==> config.mk <==
export PLATFORM = sky130hd
export DESIGN_NAME = heating_cycle_timer
export DESIGN_NICKNAME = d
export VERILOG_FILES = /design/src/hct_pkg.sv /design/src/heating_cycle_timer.sv /design/src/hct_cfg.sv /design/src/hct_core.sv
export SDC_FILE = /design/constraint.sdc
export NUM_CORES = 1
export LEC_CHECK = 0
export BUFFER_PORTS_ARGS = -buffer_cell sky130_fd_sc_hd__buf_2
export CELL_PAD_IN_SITES_DETAIL_PLACEMENT = 1
export CELL_PAD_IN_SITES_GLOBAL_PLACEMENT = 2
export CORE_UTILIZATION = 38
export DETAILED_ROUTE_END_ITERATION = 8
export PLACE_DENSITY_LB_ADDON = 0.05
export SYNTH_ARGS = -nofsm -noshare
export SYNTH_HDL_FRONTEND = slang
export SYNTH_SLANG_ARGS = --single-unit
==> constraint.sdc <==
create_clock -name clk -period 6 [get_ports clk]
set_clock_uncertainty 0.05 [all_clocks]
set_input_delay 0.9 -clock clk [delete_from_list [all_inputs] [get_ports clk]]
set_output_delay 0.9 -clock clk [all_outputs]
set_load 0.02 [all_outputs]
==> src/hct_pkg.sv <==
// hct_pkg: shared types, codes and constants of the heating cycle timer
// used by hct_cfg, hct_core and heating_cycle_timer; no dependencies
`timescale 1ns / 1ps
`default_nettype none

package hct_pkg;

  // opcodes of an input item
  localparam logic [1:0] OP_TICK  = 2'd0;
  localparam logic [1:0] OP_START = 2'd1;
  localparam logic [1:0] OP_PAUSE = 2'd2;
  localparam logic [1:0] OP_STOP  = 2'd3;

  // run modes
  localparam logic [1:0] MODE_STOPPED = 2'd0;
  localparam logic [1:0] MODE_HEATING = 2'd1;
  localparam logic [1:0] MODE_PAUSED  = 2'd2;

  // configuration register indexes
  localparam int unsigned CFG_INDEX_W = 4;
  localparam logic [CFG_INDEX_W-1:0] CFG_TARGET_TEMP = 4'd0;
  localparam logic [CFG_INDEX_W-1:0] CFG_CYCLE_TIME  = 4'd1;
  localparam logic [CFG_INDEX_W-1:0] CFG_MIN_VALID   = 4'd2;
  localparam logic [CFG_INDEX_W-1:0] CFG_MAX_VALID   = 4'd3;
  localparam int unsigned CFG_DATA_W = 32;

  localparam logic [11:0] MAX_VALID_RESET = 12'd4095;
  localparam logic [6:0]  BAD_READ_LIMIT  = 7'd100;

  typedef struct packed {
    logic [1:0]  opcode;
    logic [31:0] now_ms;
    logic [11:0] sample_temp;
  } item_t;

  typedef struct packed {
    logic [1:0]  run_state;
    logic        heater_enable;
    logic        cycle_done;
    logic        regulate_now;
    logic [11:0] temperature;
    logic [11:0] setpoint;
    logic        sensor_alarm;
    logic [30:0] remaining_ms;
  } result_t;

  typedef struct packed {
    logic [9:0]  target_temp_deg;
    logic [31:0] cycle_time_ms;
    logic [11:0] min_valid_temp;
    logic [11:0] max_valid_temp;
  } cfg_t;

endpackage

`default_nettype wire

==> src/heating_cycle_timer.sv <==
// heating_cycle_timer: top level with input register and result register
// depends on hct_pkg, hct_cfg, hct_core
`timescale 1ns / 1ps
`default_nettype none

// Heating cycle timer. Each input transaction (sample tick, start, pause or
// resume, stop) yields exactly one result transaction. A transaction is
// held in an input register, updated against the cycle state by the core
// logic, and lands in a result register; the block takes one transaction
// every cycle when the result side does not stall. The single update step
// of the mode, timing and sensor-check registers sets that rate. Configuration
// writes are taken at any time (cfg_ready is always high) but must be made
// while no transaction is in flight. Reset is synchronous; no clearing pass
// follows.

module heating_cycle_timer (
  input  wire logic                            clk,
  input  wire logic                            rst,
  input  wire logic                            item_valid,
  output logic                                 item_stall,
  input  wire hct_pkg::item_t                  item,
  output logic                                 result_valid,
  input  wire logic                            result_stall,
  output hct_pkg::result_t                     result,
  input  wire logic                            cfg_valid,
  output logic                                 cfg_ready,
  input  wire logic [hct_pkg::CFG_INDEX_W-1:0] cfg_index,
  input  wire logic [hct_pkg::CFG_DATA_W-1:0]  cfg_data
);

  hct_pkg::cfg_t    cfg;
  hct_pkg::item_t   item_q;
  hct_pkg::result_t core_result;
  logic             item_full;
  logic             advance;
  logic             fire;

  hct_cfg u_cfg (
    .clk       (clk),
    .rst       (rst),
    .cfg_valid (cfg_valid),
    .cfg_ready (cfg_ready),
    .cfg_index (cfg_index),
    .cfg_data  (cfg_data),
    .cfg       (cfg)
  );

  // result register can take a new transaction
  assign advance    = !result_valid || !result_stall;
  assign fire       = item_full && advance;
  assign item_stall = item_full && !advance;

  always_ff @(posedge clk) begin
    if (rst) begin
      item_full <= 1'b0;
    end else if (!item_stall) begin
      item_full <= item_valid;
    end
  end

  always_ff @(posedge clk) begin
    if (!item_stall && item_valid) begin
      item_q <= item;
    end
  end

  hct_core u_core (
    .clk    (clk),
    .rst    (rst),
    .fire   (fire),
    .item   (item_q),
    .cfg    (cfg),
    .result (core_result)
  );

  always_ff @(posedge clk) begin
    if (rst) begin
      result_valid <= 1'b0;
    end else if (advance) begin
      result_valid <= item_full;
    end
  end

  always_ff @(posedge clk) begin
    if (fire) begin
      result <= core_result;
    end
  end

  assert property (@(posedge clk) disable iff (rst)
    result_valid |-> (result.heater_enable == (result.run_state == hct_pkg::MODE_HEATING)))
    else $error("heater enable disagrees with run state");

  assert property (@(posedge clk) disable iff (rst)
    (result_valid && result.cycle_done) |->
      (result.run_state == hct_pkg::MODE_STOPPED) && !result.regulate_now)
    else $error("cycle done with heater still running");

  assert property (@(posedge clk) disable iff (rst)
    (result_valid && (result.run_state == hct_pkg::MODE_STOPPED)) |->
      (result.remaining_ms == 31'd0))
    else $error("time left while stopped");

endmodule

`default_nettype wire

==> src/hct_cfg.sv <==
// hct_cfg: configuration register file of the heating cycle timer
// depends on hct_pkg
`timescale 1ns / 1ps
`default_nettype none

module hct_cfg (
  input  wire logic                            clk,
  input  wire logic                            rst,
  input  wire logic                            cfg_valid,
  output logic                                 cfg_ready,
  input  wire logic [hct_pkg::CFG_INDEX_W-1:0] cfg_index,
  input  wire logic [hct_pkg::CFG_DATA_W-1:0]  cfg_data,
  output hct_pkg::cfg_t                        cfg
);

  assign cfg_ready = 1'b1;

  always_ff @(posedge clk) begin
    if (rst) begin
      cfg.target_temp_deg <= '0;
      cfg.cycle_time_ms   <= '0;
      cfg.min_valid_temp  <= '0;
      cfg.max_valid_temp  <= hct_pkg::MAX_VALID_RESET;
    end else if (cfg_valid && cfg_ready) begin
      unique case (cfg_index)
        hct_pkg::CFG_TARGET_TEMP: cfg.target_temp_deg <= cfg_data[9:0];
        hct_pkg::CFG_CYCLE_TIME:  cfg.cycle_time_ms   <= cfg_data[31:0];
        hct_pkg::CFG_MIN_VALID:   cfg.min_valid_temp  <= cfg_data[11:0];
        hct_pkg::CFG_MAX_VALID:   cfg.max_valid_temp  <= cfg_data[11:0];
        default: ;
      endcase
    end
  end

endmodule

`default_nettype wire

==> src/hct_core.sv <==
// hct_core: cycle state registers and the per-transaction update logic
// depends on hct_pkg
`timescale 1ns / 1ps
`default_nettype none

module hct_core (
  input  wire logic           clk,
  input  wire logic           rst,
  input  wire logic           fire,
  input  wire hct_pkg::item_t item,
  input  wire hct_pkg::cfg_t  cfg,
  output hct_pkg::result_t    result
);

  logic [1:0]  mode, mode_next;
  // start time plus accumulated pause time
  logic [31:0] base_time, base_time_next;
  logic [31:0] pause_start, pause_start_next;
  logic [6:0]  bad_count, bad_count_next;
  logic [11:0] held_temp, held_temp_next;
  logic [11:0] held_sp, held_sp_next;
  logic        alarm, alarm_next;

  logic        good_read;
  logic [31:0] deadline;
  logic        time_up;
  logic [11:0] sp_request;
  logic [6:0]  bad_inc;
  logic        start_taken;
  logic [31:0] rem_ref;
  logic [31:0] rem_full;
  logic        done;
  logic        regulate;

  always_comb begin
    mode_next        = mode;
    base_time_next   = base_time;
    pause_start_next = pause_start;
    bad_count_next   = bad_count;
    held_temp_next   = held_temp;
    held_sp_next     = held_sp;
    alarm_next       = alarm;
    done             = 1'b0;
    regulate         = 1'b0;

    good_read   = (item.sample_temp >= cfg.min_valid_temp) &&
                  (item.sample_temp <= cfg.max_valid_temp);
    deadline    = base_time + cfg.cycle_time_ms;
    time_up     = item.now_ms >= deadline;
    sp_request  = {cfg.target_temp_deg, 2'b00};
    bad_inc     = bad_count + 7'd1;
    start_taken = (item.opcode == hct_pkg::OP_START) && (mode == hct_pkg::MODE_STOPPED);

    unique case (item.opcode)
      hct_pkg::OP_TICK: begin
        if (good_read) begin
          held_temp_next = item.sample_temp;
          alarm_next     = 1'b0;
        end else if (bad_inc > hct_pkg::BAD_READ_LIMIT) begin
          held_temp_next = cfg.max_valid_temp;
          alarm_next     = 1'b1;
          bad_count_next = '0;
        end else begin
          bad_count_next = bad_inc;
        end
        if (mode == hct_pkg::MODE_HEATING) begin
          if (time_up) begin
            mode_next = hct_pkg::MODE_STOPPED;
            done      = 1'b1;
          end else begin
            regulate = 1'b1;
          end
        end
      end
      hct_pkg::OP_START: begin
        if (start_taken) begin
          held_sp_next   = (sp_request > cfg.max_valid_temp) ? cfg.max_valid_temp
                                                             : sp_request;
          base_time_next = item.now_ms;
          mode_next      = hct_pkg::MODE_HEATING;
        end
      end
      hct_pkg::OP_PAUSE: begin
        if (mode == hct_pkg::MODE_HEATING) begin
          pause_start_next = item.now_ms;
          mode_next        = hct_pkg::MODE_PAUSED;
        end else if (mode == hct_pkg::MODE_PAUSED) begin
          base_time_next = base_time + (item.now_ms - pause_start);
          mode_next      = hct_pkg::MODE_HEATING;
        end
      end
      hct_pkg::OP_STOP: begin
        mode_next = hct_pkg::MODE_STOPPED;
      end
      default: ;
    endcase

    // time left after the update: the pause and resume shifts cancel out, so
    // only the old mode picks the reference time
    rem_ref  = (mode == hct_pkg::MODE_PAUSED) ? pause_start : item.now_ms;
    rem_full = start_taken ? cfg.cycle_time_ms : (deadline - rem_ref);

    result.run_state     = mode_next;
    result.heater_enable = (mode_next == hct_pkg::MODE_HEATING);
    result.cycle_done    = done;
    result.regulate_now  = regulate;
    result.temperature   = held_temp_next;
    result.setpoint      = held_sp_next;
    result.sensor_alarm  = alarm_next;
    result.remaining_ms  = ((mode_next == hct_pkg::MODE_STOPPED) || rem_full[31])
                           ? 31'd0 : rem_full[30:0];
  end

  always_ff @(posedge clk) begin
    if (rst) begin
      mode        <= hct_pkg::MODE_STOPPED;
      base_time   <= '0;
      pause_start <= '0;
      bad_count   <= '0;
      held_temp   <= '0;
      held_sp     <= '0;
      alarm       <= 1'b0;
    end else if (fire) begin
      mode        <= mode_next;
      base_time   <= base_time_next;
      pause_start <= pause_start_next;
      bad_count   <= bad_count_next;
      held_temp   <= held_temp_next;
      held_sp     <= held_sp_next;
      alarm       <= alarm_next;
    end
  end

  // the counter wraps to zero once it passes the limit
  assert property (@(posedge clk) disable iff (rst)
    bad_count <= hct_pkg::BAD_READ_LIMIT)
    else $error("bad read count above limit");

  // the alarm is raised only by a bad reading on a tick
  assert property (@(posedge clk) disable iff (rst)
    (fire && !alarm && alarm_next) |->
      (item.opcode == hct_pkg::OP_TICK) && !good_read)
    else $error("alarm raised without bad reading");

  // state holds between transactions
  assert property (@(posedge clk) disable iff (rst)
    !fire |=> $stable(mode) && $stable(base_time) && $stable(bad_count))
    else $error("state changed without a transaction");

endmodule

`default_nettype wire

==> results of run 1 <==
==> routing by layer <==
metal	global-route usage, %	wire, um	vias to the layer above
met1	35.24	30200	8014
met4	5.988	1295	0
met2	42.14	29290	273
met5	0	0	-
met3	2.832	2495	77
li1	-	-	7849
==> logic make-up after synthesis <==
logic type	after synthesis
xor gates and xnor gates	68
adders and majority gates	193
DFF	273
and+or+nand+nor	686
other	1
muxes	93
AOI/OAI and AO/OA	544
buffers and inverters	300
==> path summary, 6_finish.rpt <==
| path | depth (start not counted) | slack [ns] | endpoint |
|---|---|---|---|
| setup / recovery | 27 | 0.24 | result[26]$_SDFFCE_PP0P_ |
| hold / removal | 2 | 0.41 | u_core.held_sp[10]$_SDFFE_PP0P_ |
| setup reg to reg | 27 | 0.24 | result[26]$_SDFFCE_PP0P_ |
| hold reg to reg | 2 | 0.41 | u_core.held_sp[10]$_SDFFE_PP0P_ |
==> cells in the mapped netlist (14+ instances only) <==
master,number
nor2b_1,17
xnor2_1,43
inv_1,203
nor3_2,14
dfxtp_1,166
a221oi_1,15
fa_1,33
a211oi_1,36
a31oi_1,14
a21o_1,66
a21oi_1,215
ha_1,160
nor3_1,40
edfxtp_1,107
o21ai_0,94
o21a_1,19
nand3b_1,39
xor2_1,25
nand2_1,289
nand4_1,23
mux2i_1,89
nor2_1,138
nand2b_1,14
nand3_1,40
clkbuf_1,80
==> worst max-delay path, stage by stage (launching register included) <==
cell	delay, ns
dfxtp_1	0.33
ha_1	0.23
inv_1	0.08
fa_1	0.23
nor2b_2	0.07
o31a_4	0.31
o2111ai_4	0.24
a2111oi_4	0.11
buf_4	0.18
o31ai_2	0.30
a31oi_2	0.16
o21ai_1	0.21
nand2b_1	0.08
a21oi_1	0.29
xor2_1	0.19
ha_1	0.25
nand4_1	0.24
nor4b_4	0.10
buf_4	0.16
a31oi_1	0.16
a31o_2	0.13
a31oi_2	0.04
o311ai_2	0.25
nand3_2	0.17
a221o_2	0.45
buf_12	0.15
clkbuf_16	0.16
nor4_2	0.24
==> through the flow <==
stage / TNS, ns / std cells / util (%)
global route: -0.02345 / 2927 / 44.39
global placement: 0 / 2852 / 41.66
detailed placement: -0.7487 / 2852 / 41.66
CTS: 0 / 2920 / 44.08
finish: 0 / 2927 / 44.39
floorplan: 0 / 2158 / -
==> area by class of cell <==
type                            instances  area, sq um
Clock inverter                         14        128.9
Timing Repair Buffer                  184         1074
Multi-Input combinational cell       1585        11040
Inverter                              204        767.0
Fill cell                            5693        26720
Clock buffer                           52         1011
Tap cell                              615        769.5
Sequential cell                       273         6536
==> where the power goes <==
| part | internal [mW] | total [mW] | switching [mW] |
|---|---|---|---|
| clock | 1.23 | 2.13 | 0.900 |
| sequential | 2.00 | 2.06 | 0.0615 |
| combinational | 0.417 | 1.09 | 0.672 |
==> state kept, by name, indices dropped and copies added, names as in the netlist, 2 cells and up <==
name / count
u_cfg.cfg: 66
result: 61
item_q: 46
u_core.base_time: 32
u_core.pause_start: 32
u_core.held_sp: 12
u_core.held_temp: 12
u_core.bad_count: 7
u_core.mode: 2
==> cell usage in the layout, fill, tap and decap left out, types with 15 or more instances in the layout <==
master / n
o21ai_0: 93
o21a_1: 19
mux2i_1: 88
ha_1: 159
nor3_1: 39
clkbuf_16: 37
xor2_1: 25
nand3b_1: 39
nand2_1: 288
inv_1: 202
dfxtp_1: 166
xnor2_1: 43
nand4_1: 23
edfxtp_1: 107
buf_2: 148
buf_4: 30
a21o_1: 66
a211oi_1: 35
nor2b_1: 15
fa_1: 33
a221oi_1: 15
nand3_1: 39
a21oi_1: 215
nor2_1: 136
nor3_2: 15
==> repair_timing <==
action                                  4_1_cts  5_1_grt
gates cloned                                  0        2
hold buffers                                  0        0
setup buffers                                 2        5
gates resized for setup                       1       12
endpoints found under the setup margin       32       33
pin swaps                                     1        7
==> impl_metrics.csv, run 1 <==
group,metric,value,unit
status,status,"complete, no violations",
pwr,power.density,247.3,nW/um^2
placed_design,pre_cts_ws,-0.04450,ns
setup_path,arrival,6.09,ns
global_route,grt_first_pass_wirelength,97820,um
clock_tree,cts_tree,"done",
synthesis,synthesis.nets,2438,
die,die_x,223.3,um
clock_tree,clock-sinks,273,
global_route,grt_usage,25.38,%
synthesis,synth_flop_cell,"dfxtp_1",
clock_tree,clk_latency,0.56,ns
drt,ant_nets,0,
drt,firstDrtPassIters,5,
global_route,grt_overflow,0,
timing,max-slew-margin-rel,17.78,%
global_route,grt_start_max_net_pins,112,
drt,vias_per_cell,5.539,
die,initial_core_util,38.72,%
drt,drc,0,
setup_path,startpoint_type,"flop",
synthesis,synth.area.mux_share,5.031,%
layout,antenna_cells,0,
synthesis,yosys.area.top_type_share,17.86,%
setup_path,startpoint,"u_cfg.cfg[24]$_SDFFE_PP0P_",
timing,tightestPinTransition,1.227,ns
global_route,antenna_found_initial,3,
synthesis,avgSynthCellArea,8.620,sq um
synthesis,ys_seq_area_share,35.14,%
layout,final_area,21330,sq um
synthesis,synthSimpleGateAreaFrac,17.78,%
timing,fin_crit_sh,95.97,%
die,die_area,49840,sq um
synthesis,synth_top_family_by_area,"compound AO/OA/AOI/OAI gates",
clock_tree,cts-root-buf,"clkbuf_16",
synthesis,synth_edf_count,107,
layout,nNetsFinal,2564,
synthesis,synth-seq-cells,273,
global_route,grt_pass1_vias,16629,
setup_path,crit_fanout,8,
synthesis,async_reset_ff_share,0,%
job,drv_cap,0,
pwr,cellLeakagePower,9.283,nW
clock_tree,clock_path_buffers,3,
synthesis,yosysTopAreaCell,"dfxtp_1",
placed_design,gp_congestion,0.8642,
synthesis,synth-compound-area-share,18.33,%
setup_path,r2r_start,"u_cfg.cfg[24]$_SDFFE_PP0P_",
drt,routed_wl,63280,um
drt,num_vias,16213,
timing,drv_slew,0,
setup_path,path_class,"reg -> reg",
synthesis,synth_cells,2158,
die,die_h,223.3,um
die,coreArea,48050,sq um
placed_design,placed_cell_area,20020,sq um
setup_path,worstPathRequired,6.33,ns
timing,setup_viol,0,
clock_tree,cts_buffers,36,
clock_tree,clk_pin_slew_worst_paths,0.06,ns
placed_design,dp.final_hpwl,47850,um
pwr,irDropWorstVdd,0.1654,mV
clock_tree,h-tree-depth,2,
layout,drive_above_1_share,13.02,%
synthesis,ys_warn_count,0,
drt,drtIter0Drc,974,
timing,hold_viol_final,0,
synthesis,synthTopCellsByArea,"dfxtp_1, edfxtp_1, ha_1",
layout,area_growth,14.64,%
min_path,hold_class,"reg -> reg",
synthesis,synthAdderAreaFrac,14.31,%
placed_design,port_buffers,149,
pwr,total_power,5.273,mW
die,rows,80,
timing,timing.fmax,173.7,MHz
synthesis,syn_area,18600,sq um
synthesis,synth-xor-area-share,3.202,%
setup_path,cp-end-kind,"flop",
timing,whs,0.4058,ns
timing,finalCriticalPeriod,5.758,ns
synthesis,ys_types,76,
die,ioPinCount,151,
timing,setup_slack,0.2420,ns
drt,wl_per_cell,21.62,um
min_path,worstHoldStart,"u_core.held_sp[10]$_SDFFE_PP0P_",
Note: power is estimated with default switching activity, not from simulation.
==> inputs of run 2 (changes only) <==
- CORE_UTILIZATION: 38 -> 25
==> run 2 against run 1 <==
The run now ends with DRC left. Cell count grew 12%. Clock-buffer cell count is 7 higher. Flip-flop and latch count is the same. Sequential power about the same.
==> impl_metrics.csv, run 2 (synthesis results as in run 1) <==
group,metric,value,unit
timing,setup_slack,0.3273,ns
die,coreArea,73330,sq um
layout,largest_register,"u_cfg.cfg",
layout,largest_register_ffs,66,
min_path,hold_class,"reg -> reg",
placed_design,pre_cts_ws,-0.05053,ns
clock_tree,cts_tree,"done",
die,rows,99,
layout,filler_cell_count,8648,
drt,firstDrtPassIters,7,
setup_path,critPathBufInv,6,
pwr,switching_share,30.68,%
pwr,power.density,250.1,nW/um^2
global_route,grt_pass1_vias,16580,
timing,max-slew-margin-rel,36.56,%
layout,nNetsFinal,2570,
layout,antenna_cells,0,
layout,multi_input_area,11080,sq um
timing,timing.fmax,176.3,MHz
layout,reg_top3,"u_cfg.cfg: 66 flops, result: 61 flops, item_q: 46 flops",
timing,tightestPinTransition,0.9499,ns
setup_path,arrival,5.98,ns
status,status,"finished with violations",
drt,ant_nets,0,
clock_tree,cts-root-buf,"clkbuf_16",
global_route,grt_overflow,0,
timing,tns,0,ns
pwr,combPwrFrac,19.8,%
drt,vias_per_cell,4.887,
clock_tree,ctsHoldBuffers,0,
clock_tree,clk_pin_slew_worst_paths,0.06,ns
timing,setup_viol,0,
global_route,grt_start_max_net_pins,74,
timing,finalCriticalPeriod,5.673,ns
status,violations,"DRC",
global_route,grt_usage,18.56,%
global_route,grt_first_pass_wirelength,105600,um
layout,drive_above_1_share,13.71,%
drt,num_vias,16024,
global_route,grt_busiest_layer,"met2",
die,die_h,274.8,um
clock_tree,h-tree-depth,2,
placed_design,dp.final_hpwl,54280,um
placed_design,port_buffers,149,
job,drv_cap,0,
global_route,grtUsageMet2,30.01,%
min_path,min_path_cells,2,
clock_tree,clock_path_buffers,3,
layout,layout_common_cells,"nand2_1, a21oi_1, inv_1",
pwr,p_switching,1.683,mW
drt,drc,9,
clock_tree,cts_buffers,38,
pwr,clock_power_share,42.5,%
die,initial_core_util,25.37,%
timing,hold_viol_final,0,
die,die_area,75510,sq um
global_route,met3_usage,2.444,%
pwr,seqPwrFrac,37.7,%
clock_tree,clock-sinks,273,
setup_path,crit_cells,26,
setup_path,startpoint_type,"flop",
pwr,cellLeakagePower,9.356,nW
global_route,grtUsageMet1,26.34,%
drt,routed_wl,70340,um
pwr,irDropWorstVdd,0.1988,mV
layout,final_common_cell,"nand2_1",
die,die_x,274.8,um
setup_path,cp_slowest_cell,"or4_1",
setup_path,rr_worst_depth,26,
setup_path,cpPeakStageDelay,0.58,ns
placed_design,gp_congestion,0.8146,
drt,drtIter0Drc,651,
timing,fin_crit_sh,94.55,%
timing,drv_slew,0,
setup_path,worstPathRequired,6.31,ns
clock_tree,clk_latency,0.56,ns
setup_path,crit_fanout,31,
setup_path,cp_top_family,"compound AO/OA/AOI/OAI gates",
setup_path,path_class,"reg -> reg",
drt,wl_per_cell,21.45,um
pwr,internal-power,3.803,mW
setup_path,cp-end-kind,"flop",
layout,register_area,6536,sq um
die,ioPinCount,151,
layout,area_growth,17.90,%
global_route,antenna_found_initial,0,
## run 2: changes by cell type in the layout (fill, tap and decap cells not counted), moves of 2 or more
cell       previous run  this run
clkbuf_1             11         9
a21boi_0              2         0
clkinv_1              2         5
clkinv_2              8         4
clkbuf_8              5        10
ha_1                159       157
buf_4                30        36
clkbuf_16            37        40
a21boi_1              1         3
## run 2: worst min-delay path, cell delays in order (launching register included)
cell     delay (ns)
dfxtp_1        0.30
nand2_1        0.05
a21oi_1        0.05
## run 2: worst paths after layout
check / slack [ns] / start / end
worst max-delay path: 0.33 / u_core.base_time[0]$_SDFFE_PP0P_ / result[0]$_SDFFCE_PP0P_
worst min-delay path: 0.41 / u_core.held_sp[10]$_SDFFE_PP0P_ / u_core.held_sp[10]$_SDFFE_PP0P_
worst max register to register: 0.33 / u_core.base_time[0]$_SDFFE_PP0P_ / result[0]$_SDFFCE_PP0P_
worst min register to register: 0.41 / u_core.held_sp[10]$_SDFFE_PP0P_ / u_core.held_sp[10]$_SDFFE_PP0P_
## run 2: timing repair
item | 4_1_cts | 5_1_grt
gates resized for setup | 2 | 21
buffers inserted | 1 | 6
pin swaps | 1 | 7
setup endpoints to repair | 31 | 34
## run 2: cell type report
class,instances,share of cell area (%)
clock inverter,11,0.4392
clock buffer,59,5.345
sequential,273,29.80
inverter,204,3.497
timing repair buffer,188,4.934
tap,959,5.471
multi-input combinational,1585,50.51
## run 2: stage by stage
step / cells / total power [mW] / hold WS (ns) / utilization [%] / cell area [sq um]
after global placement: 3202 / 3.193 / 0.3931 / 27.97 / 20510
after detailed placement: 3202 / 3.198 / 0.4019 / 27.97 / 20510
after CTS: 3273 / 5.596 / 0.4107 / 29.73 / 21800
final: 3279 / 5.486 / 0.4057 / 29.91 / 21930
after floorplan: 2158 / 2.818 / 0.3866 / - / 18600
after global routing: 3279 / 5.787 / 0.4330 / 29.91 / 21930
## run 2: power by group through the flow
stage,combinational (mW),clock [mW],sequential (mW)
floorplan,0.724,0,2.09
global placement,1.08,0,2.11
detailed placement,1.09,0,2.11
CTS,1.10,2.43,2.07
global route,1.22,2.50,2.07
finish,1.09,2.33,2.07
## run 2: layer usage
| layer | routed length [um] | vias to the layer above |
|---|---|---|
| met1 | 35040 | 7900 |
| met5 | 0 | - |
| met4 | 1080 | 0 |
| met2 | 32040 | 174 |
| li1 | - | 7882 |
| met3 | 2188 | 68 |
==> inputs of run 3 (changes only) <==
- ABC_AREA: not set -> 1
==> run 3 against run 2 <==
The run now ends clean. Wire length down 1.6%. Synthesized area down 1.0%. Cell count increased by 7.3%. Global-route usage hardly changed. Maximum frequency is 12% higher. Sequential power hardly changed. Total power increased by 1.9%. Die area decreased by 0.99%. Setup slack gained 0.60 ns. Register-to-register slack gained 0.60 ns.
==> impl_metrics.csv, run 3 <==
group,metric,value,unit
clock_tree,cts-root-buf,"clkbuf_16",
synthesis,yosysTopAreaCell,"dfxtp_1",
synthesis,async_reset_ff_share,0,%
die,coreArea,72960,sq um
clock_tree,clk_latency,0.58,ns
layout,final_area,21500,sq um
setup_path,arrival,5.33,ns
synthesis,ys_top_cells_by_count,"inv_1, nand2_1, a21oi_1, o21ai_0, dfxtp_1",
pwr,cellLeakagePower,9.795,nW
pwr,total_power,5.593,mW
setup_path,crit_top_cell,"inv_1",
timing,whs,0.4075,ns
synthesis,synth_edf_count,107,
drt,num_vias,16293,
setup_path,cp-end-kind,"flop",
die,die_area,74760,sq um
setup_path,cp_slowest_cell,"fa_1",
layout,antenna_cells,0,
die,initial_core_util,25.24,%
timing,drv_slew,0,
synthesis,ys_seq_area_share,35.49,%
synthesis,synth_cells,2397,
clock_tree,clock_path_buffers,3,
pwr,power.density,260.2,nW/um^2
pwr,irDropWorstVdd,0.2104,mV
layout,layout_common_cells,"inv_1, nand2_1, a21oi_1",
layout,final_common_cell,"inv_1",
setup_path,worstPathRequired,6.26,ns
drt,drtIter0Drc,600,
synthesis,avgSynthCellArea,7.684,sq um
global_route,grt_usage,18.56,%
setup_path,critPathBufInv,8,
clock_tree,cts_tree,"done",
die,die_x,273.4,um
synthesis,ys_warn_count,0,
clock_tree,clk_pin_slew_worst_paths,0.06,ns
layout,largest_register_ffs,66,
placed_design,port_buffers,149,
synthesis,synth_flop_cell,"dfxtp_1",
setup_path,startpoint_type,"flop",
die,rows,99,
synthesis,synthTopCellsByArea,"dfxtp_1, edfxtp_1, ha_1",
die,die_h,273.4,um
placed_design,placed_cell_area,20230,sq um
timing,hold_viol_final,0,
synthesis,syn_area,18420,sq um
drt,routed_wl,69220,um
global_route,grt_overflow,0,
status,status,"complete, no violations",
global_route,grt_start_max_net_pins,65,
layout,nNetsFinal,2809,
drt,vias_per_cell,4.629,
layout,area_growth,16.72,%
clock_tree,ctsHoldBuffers,0,
drt,ant_nets,0,
global_route,grt_pass1_vias,17323,
drt,wl_per_cell,19.67,um
timing,fin_crit_sh,84.56,%
timing,rsz0062_at_grt,"false",
clock_tree,post_cts_resize_count,0,
global_route,grt_first_pass_wirelength,104900,um
placed_design,dp.final_hpwl,54290,um
placed_design,gp_congestion,0.8493,
timing,timing.fmax,197.1,MHz
drt,firstDrtPassIters,4,
layout,largest_register,"u_cfg.cfg",
clock_tree,cts_buffers,40,
setup_path,cp_top_family,"simple AND/OR/NAND/NOR gates",
synthesis,ys_types,50,
global_route,antenna_found_initial,1,
timing,tightestPinTransition,1.004,ns
timing,setup_viol,0,
synthesis,synth-seq-cells,273,
clock_tree,h-tree-depth,2,
layout,drive_above_1_share,11.68,%
setup_path,cpPeakStageDelay,0.45,ns
timing,max-slew-margin-rel,32.91,%
clock_tree,post_cts_buffers,0,
timing,tns,0,ns
die,ioPinCount,151,
clock_tree,clock-sinks,273,
min_path,hold_class,"reg -> reg",
setup_path,crit_fanout,10,
synthesis,synth.most_common_cell,"inv_1",
layout,reg_top3,"u_cfg.cfg: 66 flops, result: 61 flops, item_q: 46 flops",
setup_path,path_class,"reg -> reg",
job,drv_cap,0,
synthesis,synthesis.nets,2677,
timing,finalCriticalPeriod,5.073,ns
drt,drc,0,
synthesis,yosys.area.top_type_share,18.04,%
run 3: cell count changes after synthesis, moves of 17 or more:
cell,delta
o21ai_0,+208
nand3_1,+23
nand2_1,+79
mux2i_1,-89
a211oi_1,-29
a21o_1,-55
xnor2_1,-23
nor2b_1,-17
xor2_1,+19
nor3_1,-20
a21oi_1,+88
nand3b_1,-37
nor2_4,+30
inv_1,+204
run 3: final timing paths:
| path | cells after the start | end | slack, ns | start |
|---|---|---|---|---|
| max reg2reg | 30 | result[2]$_SDFFCE_PP0P_ | 0.93 | u_core.base_time[0]$_SDFFE_PP0P_ |
| max | 30 | result[2]$_SDFFCE_PP0P_ | 0.93 | u_core.base_time[0]$_SDFFE_PP0P_ |
| min | 2 | u_cfg.cfg[12]$_SDFFE_PP0P_ | 0.41 | u_cfg.cfg[12]$_SDFFE_PP0P_ |
| min reg2reg | 2 | u_cfg.cfg[12]$_SDFFE_PP0P_ | 0.41 | u_cfg.cfg[12]$_SDFFE_PP0P_ |
run 3: per-layer routing:
layer	up-vias	GRT usage, %	wire (um)
met3	74	2.272	1797
li1	8187	-	-
met4	0	4.557	1503
met5	-	0	0
met1	7845	23.77	32280
met2	187	32.79	33640
run 3: logic make-up after synthesis:
family	after synthesis	share of synthesized area, %
compound gates	698	20.16
other cells	1	0.02036
simple gates	678	16.56
fa+ha+maj	193	14.46
xor+xnor	64	3.043
flops	273	35.49
buf+inv	490	10.27
run 3: stage by stage:
stage               util (%)  setup WS, ns  cells
global route           29.46        0.4363   3520
global placement       27.73        0.9724   3446
floorplan                  -        0.7626   2397
detailed placement     27.73        0.9110   3446
finish                 29.46        0.9267   3520
CTS                    29.46        0.8807   3520
run 3: area by class of cell:
class,instances,area [sq um]
Clock buffer,51,1042
Clock inverter,23,225.2
Fill cell,8790,51460
Inverter,410,1539
Multi-Input combinational cell,1634,10030
Sequential cell,273,6536
Tap cell,959,1200
Timing Repair Buffer,170,928.4
run 3: worst reg2reg max path: cells and delay by family (launching register included):
family                     cells  cell delay, ns
adders and majority gates      3            0.92
buffers and inverters          8            0.95
and+or+nand+nor               14            1.48
AOI/OAI and AO/OA              4            0.78
DFF                            1            0.36
xor gates and xnor gates       1            0.25
run 3: power by group:
part           total, mW  switching, mW  internal (mW)  leakage (nW)
registers           2.06         0.0489           2.02          2.38
clock network       2.31          0.979           1.33         0.617
logic               1.22          0.830          0.388          6.80
